$ cat src/rtl/oahs_ram.sv
// Simple dual-port synchronous RAM with registered read data.
`default_nettype none
module oahs_ram #(
  parameter int unsigned Width = 8,
  parameter int unsigned AddrW = 4
) (
  input  wire logic             clk_i,
  input  wire logic             we_i,
  input  wire logic [AddrW-1:0] waddr_i,
  input  wire logic [Width-1:0] wdata_i,
  input  wire logic             re_i,
  input  wire logic [AddrW-1:0] raddr_i,
  output logic      [Width-1:0] rdata_o
);

  logic [Width-1:0] mem_q [2**AddrW];

  always_ff @(posedge clk_i) begin
    if (we_i) begin
      mem_q[waddr_i] <= wdata_i;
    end
    if (re_i) begin
      rdata_o <= mem_q[raddr_i];
    end
  end

endmodule
`default_nettype wire

$ cat config.mk
export PLATFORM = sky130hd
export DESIGN_NAME = oahs_ram
export DESIGN_NICKNAME = d
export VERILOG_FILES = /design/src/rtl/oahs_ram.sv
export SDC_FILE = /design/constraint.sdc
export NUM_CORES = 1
export LEC_CHECK = 0
export ABC_CLOCK_PERIOD_IN_PS = 2600
export BUFFER_PORTS_ARGS = -buffer_cell sky130_fd_sc_hd__buf_2
export CAP_MARGIN = 25
export CORE_MARGIN = 4
export CORE_UTILIZATION = 43
export DETAILED_ROUTE_END_ITERATION = 10
export GPL_ROUTABILITY_DRIVEN = 0
export PLACE_DENSITY = 0.67
export REMOVE_ABC_BUFFERS = 1
export SETUP_SLACK_MARGIN = 0.3
export SYNTH_ARGS = -nofsm -noshare
export SYNTH_HDL_FRONTEND = slang
export SYNTH_SLANG_ARGS = --single-unit
$ cat constraint.sdc
create_clock -name clk_i -period 2.6 [get_ports clk_i]
set_input_delay 0.13 -clock clk_i [delete_from_list [all_inputs] [get_ports clk_i]]
set_output_delay 0.13 -clock clk_i [all_outputs]
set_load 0.02 [all_outputs]
==> flow_metrics.env <==
export IMPL_status="finished clean"
export IMPL_core_area_um2=12000
export IMPL_fin_tns_setup_ns=0
export IMPL_async_flop_share_pct=0
export IMPL_ys_seq_area_share_pct=78.1
export IMPL_power_density_nw_per_um2=815
export IMPL_postCtsSetupBuffers=0
export IMPL_cts_resized=0
export IMPL_synth_cell_types=18
export IMPL_grt_max_degree=26
export IMPL_layout_drive_gt1_share_pct=31.5
export IMPL_dieWidth_um=118
export IMPL_viasPerCell=5.61
export IMPL_dr_pass1_iters=4
export IMPL_initial_utilization_pct=43.7
export IMPL_dpl_hpwl_um=6400
export IMPL_clkPwrFrac_pct=46.1
export IMPL_fin_crit_ns=1.63
export IMPL_slew_violations=0
export IMPL_cts_hold_buffers=0
export IMPL_drt_initial_drc_count=166
export IMPL_clock_sinks=136
export IMPL_drtAntennaViolNets=0
export IMPL_r2r_slack_ns=1.10
export IMPL_rr_endpoint="rdata_o[3]"
export IMPL_nFillCells=941
export IMPL_synth_top_cell_area_share_pct=78.1
export IMPL_fin_nets=302
export IMPL_synth_area_per_cell_um2=22.8
export IMPL_startpoint_type="input port"
export IMPL_worst_ep_required_time_ns=2.75
export IMPL_skew_ns=0.00917
export IMPL_num_vias=2480
export IMPL_period_share_pct=62.6
export IMPL_yosys_cell_count_top_type="edfxtp_1"
export IMPL_cts_tree="done"
export IMPL_synth_top_cells_by_count="136 x edfxtp_1, 18 x mux4_2, 16 x a22oi_1, 14 x mux4_1, 13 x nor2_1"
export IMPL_intPower_mw=4.05
export IMPL_synth_seq_cells=136
export IMPL_min_delay_start="re_i"
export IMPL_cp_max_fo=18
export IMPL_h_tree_depth=4
export IMPL_hold_viol_final=0
export IMPL_power_switching_mw=0.992
export IMPL_wirelength_um=9930
export IMPL_path_clk_slew_ns=0.06
export IMPL_area_growth_pct=18.5
export IMPL_clock_latency_ns=0.41
export IMPL_gr_total_overflow=0
export IMPL_worstReg2RegStart="mem_q[1][3]"
export IMPL_numCtsBuffers=17
export IMPL_min_to="rdata_o[0]"
export IMPL_die_h_um=118
export IMPL_setup_viol=0
export IMPL_cts_buffer_depth=2
export IMPL_vdd_drop_max_v=0.000400
export IMPL_root_buffer="clkbuf_16"
export IMPL_reg2reg_depth=3
export IMPL_final_util_pct=51.8
export IMPL_track_usage_pct=15.4
export IMPL_whs_path_depth=1
export IMPL_antenna_found_initial=0
export IMPL_synth_area_leader_cell="edfxtp_1"
export IMPL_synthCells=229
export IMPL_swShare_pct=19.7
export IMPL_fmax_ghz=0.614
export IMPL_drcViolationCount=0
export IMPL_io_pins=27
export IMPL_num_rows=40
export IMPL_pre_cts_ws_ns=0.590
export IMPL_rsz0062_at_grt="false"
export IMPL_seq_power_share_pct=49.2
export IMPL_max_slew_margin_pct=45.4
export IMPL_num_antenna_cells=0
export IMPL_yosysWarningCount=0
export IMPL_synth_flop_cell="edfxtp_1"
export IMPL_syn_area_um2=5230
export IMPL_hold_path_class="in -> reg"
export IMPL_wire_per_inst_um=22.5
export IMPL_endpoint_kind="flop"
export IMPL_critical_path_class="in -> reg"
export IMPL_p_leak_nw=2.09
export IMPL_setup_slack_ns=0.972
export IMPL_combinationalPowerShare_pct=4.6
export IMPL_maxCapViolCount=0
export IMPL_grt_pass1_vias=2591
export IMPL_grt_pass1_wl_um=15500
export IMPL_io_buffers=26
export IMPL_yosys_top_cells_area="edfxtp_1 78%, mux4_2 7.8%, mux4_1 7.0%"
export IMPL_synth_edff_count=136
export IMPL_multi_input_area_um2=1060
export IMPL_worst_ep_arrival_time_ns=1.78
export IMPL_tightest_slew_ns=0.815
export IMPL_die_area_um2=14000
export IMPL_regArea_um2=4080
## worst max path at each step
stage | from | endpoint | slack (ns) | cells past startpoint
2_1_floorplan | waddr_i[2] | mem_q[0][0] | 0.98 | 2
3_3_place_gp | raddr_i[0] | rdata_o[3] | 0.62 | 6
3_5_place_dp | raddr_i[0] | rdata_o[3] | 0.59 | 6
4_1_cts | raddr_i[0] | rdata_o[3] | 0.94 | 6
5_1_grt | raddr_i[0] | rdata_o[3] | 0.81 | 6
6_report | raddr_i[0] | rdata_o[3] | 0.97 | 6
## critical path, cell delays in order
cell and delay [ns]:
buf_2 0.30, buf_12 0.23, buf_4 0.20, mux4_1 0.57, a22oi_1 0.23, nand2_1 0.10
## power by group through the flow
stage                     sequential, mW  clock, mW  combinational, mW
after floorplan                     2.54          0             0.0985
after global placement              2.53          0              0.229
after detailed placement            2.53          0              0.236
after CTS                           2.48       2.37              0.238
after global routing                2.49       2.48              0.256
final                               2.48       2.33              0.234
## kinds of logic after synthesis
logic type / synth area share [%]
buffers and inverters: 1.65
multiplexers: 14.8
AO/OA/AOI/OAI: 2.30
flip-flops: 78.1
AND/OR/NAND/NOR: 3.14
## state kept, by name, summed over array words and instances, names as in the netlist
name	count
mem_q	128
rdata_o	8
## per-layer routing
layer / wire [µm] / part of all wire (%) / vias up / global-route usage (%)
met4: 127 / 1.3 / 0 / 5.27
met1: 4350 / 44 / 1299 / 20.0
li1: - / - / 1094 / -
met3: 565 / 5.7 / 13 / 4.69
met2: 4880 / 49 / 74 / 24.7
met5: 0 / 0 / - / 0
## through the flow
stage	hold WS (ns)	total power, mW	cells	cell area (µm²)
floorplan	0.229	2.64	219	5140
global placement	0.505	2.76	411	5610
detailed placement	0.507	2.77	411	5610
CTS	0.0748	5.09	442	6190
global route	0.0765	5.22	442	6190
finish	0.0867	5.04	442	6190
## layout by cell type, fill, tap and decap left out
cell type	synthesis	routed
inv_6	0	1
clkinv_1	0	2
bufinv_16	0	3
nand3_1	1	1
clkinvlp_4	0	4
clkbuf_16	0	17
buf_2	3	26
a22oi_1	16	16
mux4_2	18	18
buf_4	1	18
nor2b_1	1	1
buf_12	0	1
clkinv_2	0	4
and2b_1	1	1
or3b_2	1	1
edfxtp_1	136	136
nand2b_1	2	2
nor3_1	4	4
mux4_1	14	14
and2_1	1	1
nand2_1	9	9
nor2_1	13	13
nand3b_1	2	2
## cell type report
cell class	instances	area share (%)
multi-input cells	83	17.1
well taps	147	2.97
clock buffers	17	6.87
clock inverters	14	2.53
flip-flops and latches	136	66.0
repair buffers	45	4.61
Power figures use the tool's default switching activity.
