## config.mk

```make
export PLATFORM = sky130hd
export DESIGN_NAME = oahs_hash
export DESIGN_NICKNAME = d
export VERILOG_FILES = /design/src/rtl/oahs_pkg.sv /design/src/rtl/oahs_hash.sv
export SDC_FILE = /design/constraint.sdc
export NUM_CORES = 1
export LEC_CHECK = 0
export BUFFER_PORTS_ARGS = -buffer_cell sky130_fd_sc_hd__buf_2
export CAP_MARGIN = 30
export CORE_UTILIZATION = 30
export CTS_CLUSTER_SIZE = 14
export DETAILED_ROUTE_END_ITERATION = 8
export SYNTH_ARGS = -nofsm -noshare
export SYNTH_HDL_FRONTEND = slang
export SYNTH_SLANG_ARGS = --single-unit
```

## constraint.sdc

```tcl
create_clock -name clk_i -period 6.23 [get_ports clk_i]
set_input_delay 1.5575 -clock clk_i [delete_from_list [all_inputs] [get_ports clk_i]]
set_output_delay 1.5575 -clock clk_i [all_outputs]
set_load 0.02 [all_outputs]
```

## src/rtl/oahs_pkg.sv

```systemverilog
// Shared types and constants of the open-addressed hash set.
`default_nettype none
package oahs_pkg;

  localparam int unsigned KeyW     = 64;
  localparam int unsigned LenW     = 4;
  localparam int unsigned HashW    = 32;
  localparam int unsigned KeyMaxB  = 8;
  localparam int unsigned HashMul  = 137;

  localparam logic [1:0] OP_ADD   = 2'd0;
  localparam logic [1:0] OP_DEL   = 2'd1;
  localparam logic [1:0] OP_QUERY = 2'd2;

  typedef enum logic [1:0] {
    MARK_EMPTY = 2'd0,
    MARK_LIVE  = 2'd1,
    MARK_TOMB  = 2'd2
  } mark_e;

  typedef struct packed {
    logic [KeyW-1:0]  key;
    logic [LenW-1:0]  len;
    logic [HashW-1:0] hash;
  } entry_t;

endpackage
`default_nettype wire

```

## src/rtl/oahs_hash.sv

```systemverilog
// Byte-serial polynomial hash, one byte per cycle.
`default_nettype none
module oahs_hash (
  input  wire logic                         clk_i,
  input  wire logic                         rst_ni,
  input  wire logic                         start_i,
  input  wire logic [oahs_pkg::KeyW-1:0]    key_i,
  input  wire logic [oahs_pkg::LenW-1:0]    len_i,
  output logic                              done_o,
  output logic      [oahs_pkg::HashW-1:0]   hash_o
);

  logic                          busy_q;
  logic [oahs_pkg::LenW-1:0]     b_q, len_q;
  logic [oahs_pkg::KeyW-1:0]     key_q;
  logic [oahs_pkg::HashW-1:0]    h_q;
  logic [7:0]                    byte_c;

  assign byte_c = key_q[{b_q[2:0], 3'b000} +: 8];
  assign done_o = busy_q && (b_q == len_q);
  assign hash_o = h_q;

  always_ff @(posedge clk_i or negedge rst_ni) begin
    if (!rst_ni) begin
      busy_q <= 1'b0;
      b_q    <= '0;
    end else if (start_i) begin
      busy_q <= 1'b1;
      b_q    <= '0;
    end else if (done_o) begin
      busy_q <= 1'b0;
    end else if (busy_q) begin
      b_q <= b_q + 1'b1;
    end
  end

  always_ff @(posedge clk_i) begin
    if (start_i) begin
      h_q   <= '0;
      key_q <= key_i;
      len_q <= len_i;
    end else if (busy_q && !done_o) begin
      h_q <= h_q * oahs_pkg::HashW'(oahs_pkg::HashMul) + oahs_pkg::HashW'(byte_c);
    end
  end

endmodule
`default_nettype wire
```

==> qor.tcl <==
set qor(result_of_the_run) {finished, final reports clean}
set qor(cp_slowest_stage_delay_ns) 0.77
set qor(power.share.switching) 0.490
set qor(grt_antenna_before_repair) 0
set qor(grt_pass1_wl_mm) 28.2
set qor(postCtsHoldBufs) 0
set qor(timing.hold.worst_endpoint) {hash_o[0]$_SDFFE_PP0P_}
set qor(global_route.usage.total) 0.141
set qor(postSynthRegisterBits) 105
set qor(critical_path.max_fanout) 11
set qor(syn_nets) 897
set qor(fmaxAchievable_ghz) 0.192
set qor(setup.worst_path.end_class) {flop}
set qor(overflow) 0
set qor(combinationalPowerShare) 0.673
set qor(clock_power_share) 0.116
set qor(routed_wire_length_per_instance_um) 15.2
set qor(dpl.cell_count) 1110
set qor(share_seq_of_total_power) 0.211
set qor(antenna_diode_instance_count) 0
set qor(grt_most_used_layer) {met2}
set qor(internal_dissipation_mw) 2.55
set qor(placeableCoreArea_um2) 24300
set qor(critical-path-top-delay-family) {adder cells}
set qor(layout-area-overhead-vs-synth_pct) 15.9
set qor(grt_start_max_net_pins) 83
set qor(critical_path.reg2reg.endpoint) {hash_o[29]$_SDFFE_PP0P_}
set qor(detail_route.wirelength_mm) 17.1
set qor(synth_cell_area_um2) 7450
set qor(postCtsSetupRepairBufs) 0
set qor(dominantRegCellSynth) {edfxtp_1}
set qor(reg2regPathDepth) 16
set qor(grt_setup_unrepaired) {no}
set qor(cts.clk_slew.worst_paths_ns) 0.08
set qor(die_x_um) 160
set qor(timing.critical_path.cells) {mux4_2, mux2_2, ha_1, ha_1, inv_1, fa_1, fa_1, inv_1, ha_1, nand3_1, nor3_1, a21o_2, o21ai_1, a211oi_1, mux2_2, o22ai_1}
set qor(start_kind) {flop}
set qor(beginning_of_the_worst_register_to_register_path) {b_q[0]$_DFFE_PN0P_}
set qor(placed_cell_area_um2) 8300
set qor(cts_tree) {done}
set qor(timing.final.crit_share) 0.834
set qor(total_switching_power_mw) 2.45
set qor(h-tree-depth) 3
set qor(worst-endpoint-required_ns) 6.51
set qor(ys_seq_area_frac) 0.377
set qor(initial_utilization) 0.306
set qor(ctsLongestPathBuffers) 2
set qor(finish.net_count) 996
set qor(peakVddDrop_mv) 0.270
set qor(hpwlAfterDp_mm) 13.5
set qor(setup_tns_ns) 0
set qor(fin_skew_ns) 0.0115
set qor(cts.sinks) 105
set qor(clk-insertion-delay-late_ns) 0.36
set qor(antenna_violating_nets_post_route) 0
set qor(mostFrequentLayoutCell) {inv_1}
set qor(syn_avg_cell_area_um2) 10.7
set qor(slew_viol_final) 0
set qor(drcViolationCount) 0
set qor(tritoncts_buffers) 9
set qor(row_count) 57
set qor(placement.io_buffers) 103
set qor(reg2reg_setup_slack_ns) 1.03
set qor(power_density_nw_per_um2) 580
set qor(drt_pre_antenna_iters) 4
set qor(mostFrequentLayoutCells) {inv_1 (135), buf_2 (102), ha_1 (97), edfxtp_1 (68), nand2_1 (50)}
set qor(gr-usage-met1) 0.187
set qor(ctsResizeCount) 0
set qor(synth-async-reset-ratio) 0.0476
set qor(synthesis.instances) 699
set qor(worst-path-buf-inv) 2
set qor(total_leakage_power_nw) 4.05
set qor(route.detailed.vias_per_inst) 4.68
set qor(floorplan.die_area_um2) 25500
set qor(detailroute.via_count) 5279
set qor(crit_slowest_cell) {dfrtp_1}
set qor(slew_headroom) 0.555
set qor(cap_viol_max_count) 0
set qor(num_io_pins) 104
set qor(die_span_in_y_um) 160
set qor(hold_path_startpoint) {hash_o[0]$_SDFFE_PP0P_}
set qor(stdcell_count) 1127
set qor(timing.setup.critical_path_class) {reg2reg}
set qor(clock_tree.root_cell) {clkbuf_16}
set qor(drtIter0Drc) 336
set qor(timing.hold.worst_path_depth) 2
set qor(most_repeated_library_cell_on_the_critical_path) {ha_1}
set qor(final.min_clock_period_ns) 5.20
set qor(final_layout_size_suffix_gt1_frac) 0.205
set qor(crit_arrival_ns) 5.47
set qor(num-fill-cells) 2439
set qor(hold_viol) 0
set qor(grt_pass1_vias) 5356
set qor(cell_area_after_layout_um2) 8630
set qor(min_path_type) {reg2reg}
set qor(tightest_slew_ns) 0.667
set qor(ys_types) 66
set qor(m3_gr_usage) 0.0310
set qor(synth_enable_flop_cells) 68
set qor(routabilityCongestion) 0.878
set qor(synth-warning-count) 0
set qor(global_route.usage.met2) 0.232
set qor(finalSetupViolations) 0
cell families after synthesis:
kind of cell / count (synthesis) / share of synthesized area
muxes: 25 / 0.0620
DFF: 105 / 0.377
adders and majority gates: 127 / 0.244
buffers and inverters: 156 / 0.0826
AOI/OAI and AO/OA: 127 / 0.117
and+or+nand+nor: 129 / 0.0827
xor gates and xnor gates: 30 / 0.0353
power by group through the flow:
stage          clock network, mW  registers (mW)  logic (mW)
3_3_place_gp                   0            1.09        3.32
5_1_grt                    0.616            1.09        3.90
3_5_place_dp                   0            1.09        3.36
2_1_floorplan                  0            1.07        2.63
4_1_cts                    0.594            1.07        3.40
6_report                   0.579            1.06        3.37
tightest hold or removal path: cells and delay by family (launching register included):
family | cells | cell delay [ns]
compound gates | 1 | 0.06
flops | 1 | 0.37
simple gates | 1 | 0.08
layout make-up:
| cell class | instances | area, um^2 | share of cell area |
|---|---|---|---|
| Multi-Input combinational cell | 438 | 4030 | 0.466 |
| Sequential cell | 105 | 2810 | 0.325 |
| Timing Repair Buffer | 108 | 576 | 0.0667 |
| Inverter | 136 | 510 | 0.0592 |
| Tap cell | 324 | 405 | 0.0470 |
| Clock buffer | 9 | 225 | 0.0261 |
| Clock inverter | 7 | 80.1 | 0.00928 |
flip-flops by register name (all words and copies together) (netlist names):
register / count
b_q: 4
busy_q: 1
hash_o: 32
key_q: 64
len_q: 4
cell usage after synthesis (all sizes together), types with 3 or more instances:
library cell / number / share of area
nand2: 51 / 0.026
o21ai: 20 / 0.014
o31ai: 3 / 0.0030
nand3: 15 / 0.010
dfrtp: 5 / 0.017
a211oi: 5 / 0.0050
and2: 4 / 0.0037
a31oi: 4 / 0.0034
ha: 97 / 0.16
o211ai: 3 / 0.0030
mux4: 16 / 0.048
fa: 30 / 0.081
buf: 13 / 0.011
a21o: 15 / 0.015
inv: 135 / 0.068
a21boi: 3 / 0.0030
nor2: 24 / 0.012
nand4: 10 / 0.0084
nor3: 9 / 0.0067
o21a: 3 / 0.0030
clkbuf: 7 / 0.0035
o22ai: 8 / 0.0067
xnor2: 21 / 0.025
edfxtp: 68 / 0.27
a21oi: 42 / 0.029
o21bai: 7 / 0.0086
mux2: 9 / 0.014
xor2: 9 / 0.011
dfxtp: 32 / 0.086
worst max path at each step:
| stage | slack, ns | endpoint | cells after the start | from |
|---|---|---|---|---|
| 4_1_cts | 1.0 | hash_o[29]$_SDFFE_PP0P_ | 16 | b_q[0]$_DFFE_PN0P_ |
| 3_3_place_gp | 1.12 | hash_o[29]$_SDFFE_PP0P_ | 16 | b_q[0]$_DFFE_PN0P_ |
| 2_1_floorplan | 1.45 | hash_o[31]$_SDFFE_PP0P_ | 15 | b_q[0]$_DFFE_PN0P_ |
| 3_5_place_dp | 1.03 | hash_o[29]$_SDFFE_PP0P_ | 16 | b_q[0]$_DFFE_PN0P_ |
| 5_1_grt | 0.74 | hash_o[23]$_SDFFE_PP0P_ | 16 | b_q[0]$_DFFE_PN0P_ |
| 6_report | 1.03 | hash_o[29]$_SDFFE_PP0P_ | 16 | b_q[0]$_DFFE_PN0P_ |
stage by stage:
step | setup WS [ns] | hold WS, ns | utilization | power (mW)
final | 1.03 | 0.550 | 0.355 | 5.00
after global routing | 0.738 | 0.594 | 0.355 | 5.61
after floorplan | 1.45 | 0.525 | - | 3.69
after global placement | 1.12 | 0.535 | 0.341 | 4.41
after detailed placement | 1.03 | 0.556 | 0.341 | 4.45
after CTS | 0.996 | 0.569 | 0.354 | 5.06
layer usage:
metal | vias up | wire (um)
li1 | 2629 | -
met1 | 2489 | 8090
met2 | 142 | 7890
met3 | 19 | 875
met4 | 0 | 242
met5 | - | 0
Power figures use the tool's default switching activity.
